## src/rtl/sdfs_pkg.sv

```systemverilog
`timescale 1ns / 1ps

package sdfs_pkg;

  localparam int MAX_KEPT_DEF  = 16;
  localparam int MAX_SLOTS_DEF = 64;

  localparam int IN_TDATA_W  = 64;
  localparam int OUT_TDATA_W = 48;
  localparam int OUT_TUSER_W = 2;
  localparam int CFG_ADDR_W  = 5;
  localparam int CFG_DATA_W  = 32;
  localparam int SLOT_CMP_W  = 9;
  localparam int MINUTES_W   = 14;

  localparam logic [7:0] DAILY_CODE   = 8'd0;
  localparam logic [7:0] WEEKLY_LO    = 8'd51;
  localparam logic [7:0] WEEKLY_HI    = 8'd57;
  localparam logic [7:0] WEEKLY_BASE  = 8'd50;
  localparam logic [7:0] YEARLY_LO    = 8'd101;
  localparam logic [7:0] YEARLY_HI    = 8'd131;
  localparam logic [7:0] YEARLY_BASE  = 8'd100;
  localparam logic [3:0] DAYS_IN_WEEK = 4'd7;
  localparam logic [5:0] MIN_PER_HOUR = 6'd60;

  localparam logic [4:0] TODAY_DAY_RST     = 5'd1;
  localparam logic [3:0] TODAY_MONTH_RST   = 4'd1;
  localparam logic [2:0] TODAY_WEEKDAY_RST = 3'd0;
  localparam logic [4:0] NEXT_DAY_RST      = 5'd2;
  localparam logic [3:0] NEXT_MONTH_RST    = 4'd1;
  localparam logic [7:0] END_CODE_RST      = 8'd255;
  localparam logic [7:0] INACTIVE_CODE_RST = 8'd0;
  localparam logic [7:0] REMIND_CODE_RST   = 8'd2;

  typedef enum logic [2:0] {
    REG_TODAY_DAY     = 3'd0,
    REG_TODAY_MONTH   = 3'd1,
    REG_TODAY_WEEKDAY = 3'd2,
    REG_NEXT_DAY      = 3'd3,
    REG_NEXT_MONTH    = 3'd4,
    REG_END_CODE      = 3'd5,
    REG_INACTIVE_CODE = 3'd6,
    REG_REMIND_CODE   = 3'd7
  } reg_idx_t;

  typedef struct packed {
    logic [4:0] today_day;
    logic [3:0] today_month;
    logic [2:0] today_weekday;
    logic [4:0] next_day;
    logic [3:0] next_month;
    logic [7:0] end_code;
    logic [7:0] inactive_code;
    logic [7:0] remind_code;
  } cfg_t;

  // hour in the lowest bits, slot in the highest
  typedef struct packed {
    logic [5:0] slot;
    logic [7:0] subject;
    logic [7:0] flags;
    logic [7:0] category;
    logic [7:0] month;
    logic [7:0] day_code;
    logic [7:0] minute;
    logic [7:0] hour;
  } record_t;

  typedef struct packed {
    logic [7:0] hour;
    logic [7:0] minute;
    logic       tomorrow;
    logic [7:0] flags;
    logic [7:0] category;
    logic [7:0] subject;
    logic [5:0] slot;
  } entry_t;

  typedef struct packed {
    logic rec_load;
    logic wr_today;
    logic wr_tom;
    logic rd_en;
    logic cur_load;
    logic cmp_step;
    logic wb;
    logic out_load;
    logic out_empty;
    logic out_last;
    logic count_clr;
  } cmd_t;

  typedef struct packed {
    logic end_scan;
    logic m_today;
    logic m_tom;
    logic last;
    logic rec_tom;
    logic rec_last;
    logic full;
  } sts_t;

  function automatic logic [MINUTES_W-1:0] minutes(input logic [7:0] hour,
                                                  input logic [7:0] minute);
    logic [MINUTES_W-1:0] prod;
    prod = MINUTES_W'(hour) * MINUTES_W'(MIN_PER_HOUR);
    return prod + MINUTES_W'(minute);
  endfunction

endpackage

```

## src/rtl/schedule_day_filter_sort_core.sv

```systemverilog
// Schedule filter: takes one stored record per transaction, keeps those due
// today (and day-before reminders whose flag equals the remind code) in a
// small entry memory, and on the end marker, a record marked tlast or the
// last slot, sorts the kept entries (today before reminders, then by time
// of day) and streams them out, tlast on the final one. An empty list
// gives one transaction with list_empty and tlast set and all other fields zero.
// Each record but an end marker is handled in the accept cycle, which
// also writes a today entry, and then in S_TOM for a reminder write.
// The sort walks the entry memory: each position is loaded, compared with
// every later entry, swapped as needed and written back. Each entry is
// then read, loaded and presented, plus any wait on out_tready. No input
// is taken while the sort or the list output is in progress.
`timescale 1ns / 1ps

module schedule_day_filter_sort_core #(
  parameter int MAX_KEPT  = sdfs_pkg::MAX_KEPT_DEF,
  parameter int MAX_SLOTS = sdfs_pkg::MAX_SLOTS_DEF
) (
  input  logic                                clk,
  input  logic                                rst_n,
  input  logic                                in_tvalid,
  output logic                                in_tready,
  // rec_hour, rec_minute, day_code, rec_month, category_byte, flag_byte,
  // subject_byte, slot_index, zero pad
  input  logic [sdfs_pkg::IN_TDATA_W-1:0]     in_tdata,
  input  logic                                in_tlast,
  output logic                                out_tvalid,
  input  logic                                out_tready,
  // out_hour, out_minute, out_flags, out_category, out_subject, out_slot,
  // zero pad
  output logic [sdfs_pkg::OUT_TDATA_W-1:0]    out_tdata,
  // is_tomorrow, list_empty
  output logic [sdfs_pkg::OUT_TUSER_W-1:0]    out_tuser,
  output logic                                out_tlast,
  input  logic                                psel,
  input  logic                                penable,
  input  logic                                pwrite,
  input  logic [sdfs_pkg::CFG_ADDR_W-1:0]     paddr,
  input  logic [sdfs_pkg::CFG_DATA_W-1:0]     pwdata,
  output logic [sdfs_pkg::CFG_DATA_W-1:0]     prdata,
  output logic                                pready
);

  localparam int AW = (MAX_KEPT > 1) ? $clog2(MAX_KEPT) : 1;
  localparam int CW = $clog2(MAX_KEPT + 1);
  localparam int RW = $bits(sdfs_pkg::record_t);

  sdfs_pkg::cfg_t    cfg;
  sdfs_pkg::record_t in_rec;
  sdfs_pkg::cmd_t    cmd;
  sdfs_pkg::sts_t    sts;
  sdfs_pkg::entry_t  out_entry;
  logic [CW-1:0]     kept_count;
  logic [AW-1:0]     rd_addr;
  logic [AW-1:0]     wr_addr;
  logic              out_empty;
  logic              out_last;

  assign in_rec = sdfs_pkg::record_t'(in_tdata[RW-1:0]);

  sdfs_cfg u_cfg (
    .clk     (clk),
    .rst_n   (rst_n),
    .psel    (psel),
    .penable (penable),
    .pwrite  (pwrite),
    .paddr   (paddr),
    .pwdata  (pwdata),
    .prdata  (prdata),
    .pready  (pready),
    .cfg     (cfg)
  );

  sdfs_ctrl #(
    .MAX_KEPT (MAX_KEPT)
  ) u_ctrl (
    .clk        (clk),
    .rst_n      (rst_n),
    .in_tvalid  (in_tvalid),
    .in_tready  (in_tready),
    .out_tvalid (out_tvalid),
    .out_tready (out_tready),
    .sts        (sts),
    .kept_count (kept_count),
    .cmd        (cmd),
    .rd_addr    (rd_addr),
    .wr_addr    (wr_addr)
  );

  sdfs_dp #(
    .MAX_KEPT  (MAX_KEPT),
    .MAX_SLOTS (MAX_SLOTS)
  ) u_dp (
    .clk        (clk),
    .rst_n      (rst_n),
    .cfg        (cfg),
    .in_rec     (in_rec),
    .in_last    (in_tlast),
    .cmd        (cmd),
    .rd_addr    (rd_addr),
    .wr_addr    (wr_addr),
    .sts        (sts),
    .kept_count (kept_count),
    .out_entry  (out_entry),
    .out_empty  (out_empty),
    .out_last   (out_last)
  );

  assign out_tdata = {2'b00, out_entry.slot, out_entry.subject, out_entry.category,
                      out_entry.flags, out_entry.minute, out_entry.hour};
  assign out_tuser = {out_empty, out_entry.tomorrow};
  assign out_tlast = out_last;

  a_no_overlap: assert property (@(posedge clk) disable iff (!rst_n)
    !(in_tready && out_tvalid))
    else $error("input and output open at once");

  a_count_bound: assert property (@(posedge clk) disable iff (!rst_n)
    kept_count <= CW'(MAX_KEPT))
    else $error("kept count beyond store size");

  a_clear_after_list: assert property (@(posedge clk) disable iff (!rst_n)
    out_tvalid && out_tready && out_tlast |=> kept_count == '0)
    else $error("kept count not cleared after list");

  a_empty_zero: assert property (@(posedge clk) disable iff (!rst_n)
    out_tvalid && out_tuser[1] |-> out_tdata == '0 && out_tlast && !out_tuser[0])
    else $error("empty list transaction carries data");

endmodule

```

## src/rtl/sdfs_cfg.sv

```systemverilog
`timescale 1ns / 1ps

module sdfs_cfg (
  input  logic                               clk,
  input  logic                               rst_n,
  input  logic                               psel,
  input  logic                               penable,
  input  logic                               pwrite,
  input  logic [sdfs_pkg::CFG_ADDR_W-1:0]    paddr,
  input  logic [sdfs_pkg::CFG_DATA_W-1:0]    pwdata,
  output logic [sdfs_pkg::CFG_DATA_W-1:0]    prdata,
  output logic                               pready,
  output sdfs_pkg::cfg_t                     cfg
);

  sdfs_pkg::cfg_t   cfg_r;
  sdfs_pkg::reg_idx_t idx;
  logic             wr_en;

  assign pready = 1'b1;
  assign idx    = sdfs_pkg::reg_idx_t'(paddr[4:2]);
  assign wr_en  = psel && penable && pwrite && pready;
  assign cfg    = cfg_r;

  always_ff @(posedge clk) begin
    if (!rst_n) begin
      cfg_r.today_day     <= sdfs_pkg::TODAY_DAY_RST;
      cfg_r.today_month   <= sdfs_pkg::TODAY_MONTH_RST;
      cfg_r.today_weekday <= sdfs_pkg::TODAY_WEEKDAY_RST;
      cfg_r.next_day      <= sdfs_pkg::NEXT_DAY_RST;
      cfg_r.next_month    <= sdfs_pkg::NEXT_MONTH_RST;
      cfg_r.end_code      <= sdfs_pkg::END_CODE_RST;
      cfg_r.inactive_code <= sdfs_pkg::INACTIVE_CODE_RST;
      cfg_r.remind_code   <= sdfs_pkg::REMIND_CODE_RST;
    end else if (wr_en) begin
      case (idx)
        sdfs_pkg::REG_TODAY_DAY:     cfg_r.today_day     <= pwdata[4:0];
        sdfs_pkg::REG_TODAY_MONTH:   cfg_r.today_month   <= pwdata[3:0];
        sdfs_pkg::REG_TODAY_WEEKDAY: cfg_r.today_weekday <= pwdata[2:0];
        sdfs_pkg::REG_NEXT_DAY:      cfg_r.next_day      <= pwdata[4:0];
        sdfs_pkg::REG_NEXT_MONTH:    cfg_r.next_month    <= pwdata[3:0];
        sdfs_pkg::REG_END_CODE:      cfg_r.end_code      <= pwdata[7:0];
        sdfs_pkg::REG_INACTIVE_CODE: cfg_r.inactive_code <= pwdata[7:0];
        sdfs_pkg::REG_REMIND_CODE:   cfg_r.remind_code   <= pwdata[7:0];
        default: ;
      endcase
    end
  end

  always_comb begin
    prdata = '0;
    case (idx)
      sdfs_pkg::REG_TODAY_DAY:     prdata = 32'(cfg_r.today_day);
      sdfs_pkg::REG_TODAY_MONTH:   prdata = 32'(cfg_r.today_month);
      sdfs_pkg::REG_TODAY_WEEKDAY: prdata = 32'(cfg_r.today_weekday);
      sdfs_pkg::REG_NEXT_DAY:      prdata = 32'(cfg_r.next_day);
      sdfs_pkg::REG_NEXT_MONTH:    prdata = 32'(cfg_r.next_month);
      sdfs_pkg::REG_END_CODE:      prdata = 32'(cfg_r.end_code);
      sdfs_pkg::REG_INACTIVE_CODE: prdata = 32'(cfg_r.inactive_code);
      sdfs_pkg::REG_REMIND_CODE:   prdata = 32'(cfg_r.remind_code);
      default:                     prdata = '0;
    endcase
  end

endmodule

```

## src/rtl/sdfs_dp.sv

```systemverilog
`timescale 1ns / 1ps

module sdfs_dp #(
  parameter int MAX_KEPT  = sdfs_pkg::MAX_KEPT_DEF,
  parameter int MAX_SLOTS = sdfs_pkg::MAX_SLOTS_DEF,
  localparam int AW = (MAX_KEPT > 1) ? $clog2(MAX_KEPT) : 1,
  localparam int CW = $clog2(MAX_KEPT + 1)
) (
  input  logic              clk,
  input  logic              rst_n,
  input  sdfs_pkg::cfg_t    cfg,
  input  sdfs_pkg::record_t in_rec,
  input  logic              in_last,
  input  sdfs_pkg::cmd_t    cmd,
  input  logic [AW-1:0]     rd_addr,
  input  logic [AW-1:0]     wr_addr,
  output sdfs_pkg::sts_t    sts,
  output logic [CW-1:0]     kept_count,
  output sdfs_pkg::entry_t  out_entry,
  output logic              out_empty,
  output logic              out_last
);

  localparam int SW = sdfs_pkg::SLOT_CMP_W;

  sdfs_pkg::entry_t  mem [MAX_KEPT];
  sdfs_pkg::entry_t  rdata_r;
  sdfs_pkg::entry_t  cur_r;
  sdfs_pkg::entry_t  out_entry_r;
  sdfs_pkg::record_t rec_r;
  logic              rec_tom_r;
  logic              rec_last_r;
  logic              out_empty_r;
  logic              out_last_r;
  logic [CW-1:0]     count_r;
  logic [CW-1:0]     count_nxt;

  logic [7:0]        code;
  logic              weekly;
  logic              yearly;
  logic [2:0]        wd;
  logic [3:0]        wd_today;
  logic [3:0]        wd_wrap;
  logic [3:0]        wd_tom;
  logic [7:0]        dom;
  logic              date_today;
  logic              date_tom;
  logic              hit_today;
  logic              hit_tom;
  logic              active;
  logic [SW-1:0]     slot_ext;

  logic              we;
  logic [AW-1:0]     waddr;
  sdfs_pkg::entry_t  wdata;
  logic              swap;

  assign code     = in_rec.day_code;
  assign weekly   = code inside {[sdfs_pkg::WEEKLY_LO:sdfs_pkg::WEEKLY_HI]};
  assign yearly   = code inside {[sdfs_pkg::YEARLY_LO:sdfs_pkg::YEARLY_HI]};
  assign wd       = 3'(code - sdfs_pkg::WEEKLY_BASE);
  assign wd_today = {1'b0, cfg.today_weekday} + 4'd1;
  assign wd_wrap  = (wd_today >= sdfs_pkg::DAYS_IN_WEEK) ?
                    wd_today - sdfs_pkg::DAYS_IN_WEEK : wd_today;
  assign wd_tom   = wd_wrap + 4'd1;
  assign dom      = yearly ? code - sdfs_pkg::YEARLY_BASE : code;

  assign date_today = (dom == {3'b0, cfg.today_day}) &&
                      (in_rec.month == {4'b0, cfg.today_month});
  assign date_tom   = (dom == {3'b0, cfg.next_day}) &&
                      (in_rec.month == {4'b0, cfg.next_month});

  always_comb begin
    hit_today = 1'b0;
    hit_tom   = 1'b0;
    if (code == sdfs_pkg::DAILY_CODE) begin
      hit_today = 1'b1;
    end else if (weekly) begin
      hit_today = ({1'b0, wd} == wd_today);
      hit_tom   = ({1'b0, wd} == wd_tom);
    end else begin
      hit_today = date_today;
      hit_tom   = date_tom;
    end
  end

  assign active   = in_rec.flags != cfg.inactive_code;
  assign slot_ext = SW'(in_rec.slot);

  assign sts.end_scan = (slot_ext >= SW'(MAX_SLOTS)) || (in_rec.flags == cfg.end_code);
  assign sts.m_today  = active && hit_today;
  assign sts.m_tom    = active && hit_tom && (in_rec.flags == cfg.remind_code);
  assign sts.last     = in_last || (slot_ext + SW'(1) == SW'(MAX_SLOTS));
  assign sts.rec_tom  = rec_tom_r;
  assign sts.rec_last = rec_last_r;
  assign sts.full     = count_r == CW'(MAX_KEPT);

  assign swap = (cur_r.tomorrow && !rdata_r.tomorrow) ||
                ((cur_r.tomorrow == rdata_r.tomorrow) &&
                 (sdfs_pkg::minutes(cur_r.hour, cur_r.minute) >
                  sdfs_pkg::minutes(rdata_r.hour, rdata_r.minute)));

  always_comb begin
    we    = 1'b0;
    waddr = wr_addr;
    wdata = cur_r;
    if (cmd.wr_today) begin
      we    = 1'b1;
      waddr = count_r[AW-1:0];
      wdata = '{hour: in_rec.hour, minute: in_rec.minute, tomorrow: 1'b0,
                flags: in_rec.flags, category: in_rec.category,
                subject: in_rec.subject, slot: in_rec.slot};
    end else if (cmd.wr_tom) begin
      we    = 1'b1;
      waddr = count_r[AW-1:0];
      wdata = '{hour: rec_r.hour, minute: rec_r.minute, tomorrow: 1'b1,
                flags: rec_r.flags, category: rec_r.category,
                subject: rec_r.subject, slot: rec_r.slot};
    end else if (cmd.cmp_step) begin
      we = swap;
    end else if (cmd.wb) begin
      we = 1'b1;
    end
  end

  always_comb begin
    count_nxt = count_r;
    if (cmd.count_clr) begin
      count_nxt = '0;
    end else if (cmd.wr_today || cmd.wr_tom) begin
      count_nxt = count_r + CW'(1);
    end
  end

  always_ff @(posedge clk) begin
    if (we) begin
      mem[waddr] <= wdata;
    end
    if (cmd.rd_en) begin
      rdata_r <= mem[rd_addr];
    end
  end

  always_ff @(posedge clk) begin
    if (!rst_n) begin
      count_r <= '0;
    end else begin
      count_r <= count_nxt;
    end
  end

  always_ff @(posedge clk) begin
    if (cmd.rec_load) begin
      rec_r      <= in_rec;
      rec_tom_r  <= sts.m_tom;
      rec_last_r <= sts.last;
    end
    if (cmd.cur_load || (cmd.cmp_step && swap)) begin
      cur_r <= rdata_r;
    end
    if (cmd.out_load) begin
      out_entry_r <= rdata_r;
      out_empty_r <= 1'b0;
      out_last_r  <= cmd.out_last;
    end else if (cmd.out_empty) begin
      out_entry_r <= '0;
      out_empty_r <= 1'b1;
      out_last_r  <= 1'b1;
    end
  end

  assign kept_count = count_r;
  assign out_entry  = out_entry_r;
  assign out_empty  = out_empty_r;
  assign out_last   = out_last_r;

endmodule

```

## src/rtl/sdfs_ctrl.sv

```systemverilog
`timescale 1ns / 1ps

module sdfs_ctrl #(
  parameter int MAX_KEPT = sdfs_pkg::MAX_KEPT_DEF,
  localparam int AW = (MAX_KEPT > 1) ? $clog2(MAX_KEPT) : 1,
  localparam int CW = $clog2(MAX_KEPT + 1)
) (
  input  logic            clk,
  input  logic            rst_n,
  input  logic            in_tvalid,
  output logic            in_tready,
  output logic            out_tvalid,
  input  logic            out_tready,
  input  sdfs_pkg::sts_t  sts,
  input  logic [CW-1:0]   kept_count,
  output sdfs_pkg::cmd_t  cmd,
  output logic [AW-1:0]   rd_addr,
  output logic [AW-1:0]   wr_addr
);

  typedef enum logic [3:0] {
    S_IDLE,
    S_TOM,
    S_SORT,
    S_LD_RD,
    S_LD_CAP,
    S_CMP_RD,
    S_CMP,
    S_WB,
    S_EM_RD,
    S_EM_LOAD,
    S_EM_WAIT
  } state_t;

  state_t        state_r, state_nxt;
  logic [CW-1:0] i_r, i_nxt;
  logic [CW-1:0] j_r, j_nxt;
  logic [CW-1:0] k_r, k_nxt;
  logic          in_tready_r;
  logic          out_tvalid_r;
  logic          k_last;

  assign k_last = (k_r + CW'(1)) == kept_count;

  always_comb begin
    state_nxt = state_r;
    i_nxt     = i_r;
    j_nxt     = j_r;
    k_nxt     = k_r;
    cmd       = '0;
    rd_addr   = i_r[AW-1:0];
    wr_addr   = i_r[AW-1:0];
    case (state_r)
      S_IDLE: begin
        if (in_tvalid && in_tready_r) begin
          if (sts.end_scan) begin
            state_nxt = S_SORT;
          end else begin
            cmd.rec_load = 1'b1;
            cmd.wr_today = sts.m_today && !sts.full;
            state_nxt    = S_TOM;
          end
        end
      end
      S_TOM: begin
        cmd.wr_tom = sts.rec_tom && !sts.full;
        state_nxt  = sts.rec_last ? S_SORT : S_IDLE;
      end
      S_SORT: begin
        i_nxt = '0;
        k_nxt = '0;
        state_nxt = (kept_count >= CW'(2)) ? S_LD_RD : S_EM_RD;
      end
      S_LD_RD: begin
        cmd.rd_en = 1'b1;
        state_nxt = S_LD_CAP;
      end
      S_LD_CAP: begin
        cmd.cur_load = 1'b1;
        j_nxt        = i_r + CW'(1);
        state_nxt    = S_CMP_RD;
      end
      S_CMP_RD: begin
        cmd.rd_en = 1'b1;
        rd_addr   = j_r[AW-1:0];
        state_nxt = S_CMP;
      end
      S_CMP: begin
        cmd.cmp_step = 1'b1;
        wr_addr      = j_r[AW-1:0];
        j_nxt        = j_r + CW'(1);
        state_nxt    = ((j_r + CW'(1)) == kept_count) ? S_WB : S_CMP_RD;
      end
      S_WB: begin
        cmd.wb = 1'b1;
        i_nxt  = i_r + CW'(1);
        if (({1'b0, i_r} + (CW+1)'(2)) == {1'b0, kept_count}) begin
          k_nxt     = '0;
          state_nxt = S_EM_RD;
        end else begin
          state_nxt = S_LD_RD;
        end
      end
      S_EM_RD: begin
        rd_addr = k_r[AW-1:0];
        if (kept_count == '0) begin
          cmd.out_empty = 1'b1;
          state_nxt     = S_EM_WAIT;
        end else begin
          cmd.rd_en = 1'b1;
          state_nxt = S_EM_LOAD;
        end
      end
      S_EM_LOAD: begin
        cmd.out_load = 1'b1;
        cmd.out_last = k_last;
        state_nxt    = S_EM_WAIT;
      end
      S_EM_WAIT: begin
        if (out_tready) begin
          if (k_last || kept_count == '0) begin
            cmd.count_clr = 1'b1;
            state_nxt     = S_IDLE;
          end else begin
            k_nxt     = k_r + CW'(1);
            state_nxt = S_EM_RD;
          end
        end
      end
      default: state_nxt = S_IDLE;
    endcase
  end

  always_ff @(posedge clk) begin
    if (!rst_n) begin
      state_r      <= S_IDLE;
      i_r          <= '0;
      j_r          <= '0;
      k_r          <= '0;
      in_tready_r  <= 1'b0;
      out_tvalid_r <= 1'b0;
    end else begin
      state_r      <= state_nxt;
      i_r          <= i_nxt;
      j_r          <= j_nxt;
      k_r          <= k_nxt;
      in_tready_r  <= state_nxt == S_IDLE;
      out_tvalid_r <= state_nxt == S_EM_WAIT;
    end
  end

  assign in_tready  = in_tready_r;
  assign out_tvalid = out_tvalid_r;

endmodule

```

## config.mk

```make
export PLATFORM = sky130hd
export DESIGN_NAME = schedule_day_filter_sort_core
export DESIGN_NICKNAME = d
export VERILOG_FILES = /design/src/rtl/sdfs_pkg.sv /design/src/rtl/schedule_day_filter_sort_core.sv /design/src/rtl/sdfs_cfg.sv /design/src/rtl/sdfs_dp.sv /design/src/rtl/sdfs_ctrl.sv
export SDC_FILE = /design/constraint.sdc
export NUM_CORES = 2
export LEC_CHECK = 0
export ABC_AREA = 0
export BUFFER_PORTS_ARGS = -buffer_cell sky130_fd_sc_hd__buf_2
export CAP_MARGIN = 20
export CORE_MARGIN = 2
export CORE_UTILIZATION = 55
export CTS_BUF_LIST = sky130_fd_sc_hd__clkbuf_8
export DETAILED_ROUTE_END_ITERATION = 6
export MAX_ROUTING_LAYER = met4
export PLACE_DENSITY = 0.73
export SETUP_SLACK_MARGIN = 0.1
export SLEW_MARGIN = 5
export SYNTH_ARGS = -nofsm -noshare
export SYNTH_HDL_FRONTEND = slang
export SYNTH_SLANG_ARGS = --single-unit
```

## constraint.sdc

```tcl
create_clock -name clk -period 10.3 [get_ports clk]
set_clock_uncertainty 0.15 [all_clocks]
set_input_delay 0.515 -clock clk [delete_from_list [all_inputs] [get_ports clk]]
set_output_delay 0.515 -clock clk [all_outputs]
set_load 0.01 [all_outputs]
```

==> results.tsv <==
metric	value	unit
ys_seq_area_share	66.4	%
cts_tree	built	
drt-initial-drc-count	2881	
cp-start-kind	flip-flop	
routed_via_density	6.06	
nFillCells	5897	
clockBufferDepth	3	
synth_mux_area_share	3.51	%
synthAdderAreaFrac	3.24	%
synth-compound-area-share	11.3	%
place_area	46500	sq um
drtPass1Iterations	6	
io_pins	195	
relSlewSlack	21.7	%
syn_to_final_growth	11.7	%
synth_most_common_cell	edfxtp_1	
fin_nets	3756	
dp_hpwl	56600	um
cp_slowest_stage_delay	0.77	ns
syn_area	44800	sq um
seq_power_share	56.2	%
synth-simple-area-share	10.2	%
track_usage	25.8	%
holdCritPathClass	primary input to flip-flop	
drive_above_1_share	14.3	%
crit_type	flip-flop to flip-flop	
fin_ws	2.16	ns
finalSetupViolCount	0	
cts.sinks	1014	
routedWlPerCell	22.4	um
post-place-ws	1.83	ns
die_h	289	um
crit_top_cell	ha_1	
synth-main-ff-cell	edfxtp_1	
grt_pass1_wl	159000	um
ys_types	76	
final.setup.tns	0	ns
combPwrFrac	6.7	%
core-area	80500	sq um
p_leak	17.2	nW
die_x	289	um
synth.area.top_cells	edfxtp_1 63%, a211oi_1 4.0%, nand2_1 3.7%, dfxtp_1 3.2%, and3_1 2.7%	
dieArea	83700	sq um
root_buffer	clkbuf_8	
rsz0062_at_grt	no	
postSynthAreaPerCell	13.3	sq um
path_max_fanout	17	
critPathArrivalTime	8.46	ns
gp_congestion	0.890	
cts_hold_buf	61	
synth_top_area_share	63.2	%
drc_errors	0	
start_util	55.6	%
synth_cells	3369	
slew_viol_final	0	
crit_buf_inv	4	
clk_latency	0.82	ns
stdcell_area	50000	sq um
final_antenna_net_count	0	
port-buffer-count	139	
num_rows	104	
period_minus_slack	8.14	ns
synth_xor_area_share	2.15	%
yosysWarnings	0	
fmax	123	MHz
worst_slew_pin_slew	1.17	ns
worst_setup_path_end_kind	flip-flop	
grt_max_degree	191	
h-tree-depth	4	
synth_top_family_by_area	compound AO/OA/AOI/OAI gates	
worst_path_dominant_cell_family	compound AO/OA/AOI/OAI gates	
cts_buffers	158	
cp_cell_sequence	inv_1, fa_1, fa_1, inv_1, ha_1, a21oi_1, xnor2_1, ha_1, nand2_1, o21ai_0, or3b_2, nor4_1, xor3_1, ha_1, nand4_1, a2111oi_0, o32ai_1, buf_4, o31ai_1, or4b_2, a21oi_4, buf_4	
peakVddDrop	0.116	mV
post_cts_resize_count	0	
synth_edf_count	942	
p_int	6.32	mW
drt_wl_total	106000	um
status	finished clean	
cp_slowest_cell	a21oi_4	
grt_pass1_vias	27608	
p_sw	1.96	mW
antenna_found_initial	2	
ys_ff_latch	1014	
swShare	23.7	%
cp.required	10.62	ns
synth_common_cells	942 x edfxtp_1, 439 x nand2_1, 240 x a211oi_1	
via_count	28703	
async_reset_ff_share	0	%
drv_cap	0	
yosys.area.top_type	edfxtp_1	
final.period_utilization	79.0	%
pwr-share-clk	37.1	%
p_per_area	166	nW/um^2
cts_setup_buffers	0	
grt_overflow	0	
hold_viol	0	
clk_pin_slew	0.06	ns
-- metrics by stage --
stage,util (%),hold slack [ns],cells,power [mW]
CTS,62.0,0.0283,4730,8.33
finish,62.0,0.110,4734,8.28
detailed placement,57.7,0.277,4384,5.28
floorplan,-,0.267,3394,5.08
global route,62.0,0.125,4734,8.55
global placement,57.7,0.275,4384,5.26
-- power groups by stage --
| stage | registers, mW | clock network, mW | logic [mW] |
|---|---|---|---|
| 6_report | 4.66 | 3.07 | 0.555 |
| 2_1_floorplan | 4.74 | 0 | 0.338 |
| 5_1_grt | 4.66 | 3.28 | 0.610 |
| 3_5_place_dp | 4.74 | 0 | 0.537 |
| 3_3_place_gp | 4.74 | 0 | 0.525 |
| 4_1_cts | 4.65 | 3.12 | 0.556 |
-- worst register-to-register path: stages, from the launching register on --
cell,delay [ns]
edfxtp_1,0.49
inv_1,0.20
fa_1,0.47
fa_1,0.51
inv_1,0.04
ha_1,0.33
a21oi_1,0.28
xnor2_1,0.12
ha_1,0.34
nand2_1,0.06
o21ai_0,0.20
or3b_2,0.48
nor4_1,0.32
xor3_1,0.29
ha_1,0.30
nand4_1,0.17
a2111oi_0,0.33
o32ai_1,0.19
buf_4,0.19
o31ai_1,0.47
or4b_2,0.68
a21oi_4,0.77
buf_4,0.43
-- metal layers --
metal,vias to the layer above,routed length [um],global-route usage [%]
met3,200,8610,4.48
met2,1207,50700,40.6
met4,0,2480,8.51
met5,-,0,-
met1,14129,44200,34.3
li1,13167,-,-
-- cell type report --
class	count	area [sq um]	area share, %
well taps	1060	1330	2.65
repair buffers	250	1730	3.47
clock buffers	159	2190	4.38
diodes	1	2.50	0.00501
multi-input cells	2042	14000	28.1
flip-flops and latches	1014	29700	59.5
inverters	82	308	0.616
clock inverters	126	659	1.32
-- state kept, by name, indices dropped and copies added, names as in the netlist, 4 cells and up --
signal,flops
u_dp.rec_r,46
u_ctrl.k_r,5
u_dp.out_entry,47
u_dp.cur_r,47
u_dp.kept_count,5
u_ctrl.state_r,4
u_ctrl.j_r,5
u_cfg.cfg,45
u_dp.mem,752
u_ctrl.i_r,5
u_dp.rdata_r,47
-- cells by family (layout without fill, tap and decap cells) --
| logic type | Yosys count | in the layout |
|---|---|---|
| flip-flops | 1014 | 1014 |
| AND/OR/NAND/NOR | 943 | 943 |
| AO/OA/AOI/OAI | 720 | 720 |
| buffers and inverters | 338 | 617 |
| multiplexers | 145 | 145 |
| XOR/XNOR | 108 | 108 |
| adder cells (fa/ha/maj) | 99 | 99 |
| other | 2 | 28 |
-- worst paths after layout --
path | slack, ns | cells after the start | from | endpoint
max | 2.16 | 22 | u_dp.rdata_r[42] | u_dp.mem[8][44]
min | 0.11 | 5 | out_tready | u_ctrl.state_r[1]
max reg2reg | 2.16 | 22 | u_dp.rdata_r[42] | u_dp.mem[8][44]
min reg2reg | 0.29 | 0 | u_dp.rdata_r[1] | u_dp.cur_r[1]
-- placed cells by master (no fill, tap or decap), types with 17 or more instances in the layout --
master | synthesis | layout
a211oi_1 | 240 | 240
a21oi_1 | 144 | 143
a311oi_1 | 95 | 95
a31oi_1 | 104 | 104
and2_1 | 51 | 50
and3_1 | 191 | 191
buf_2 | 5 | 139
buf_4 | 29 | 45
clkbuf_8 | 0 | 159
clkinv_1 | 2 | 41
clkinv_2 | 0 | 19
conb_1 | 2 | 27
dfxtp_1 | 72 | 72
dlygate4sd3_1 | 0 | 61
edfxtp_1 | 942 | 942
fa_1 | 28 | 28
ha_1 | 71 | 71
inv_1 | 80 | 130
mux2_2 | 97 | 97
mux2i_1 | 48 | 48
nand2_1 | 439 | 437
nand2b_1 | 24 | 24
nand3_1 | 33 | 33
nand4_1 | 17 | 17
nor2_1 | 94 | 93
nor2b_1 | 21 | 21
nor3_1 | 21 | 21
o21ai_0 | 33 | 32
xnor2_1 | 75 | 75
xor2_1 | 32 | 32
(Power assumes the default switching activity.)
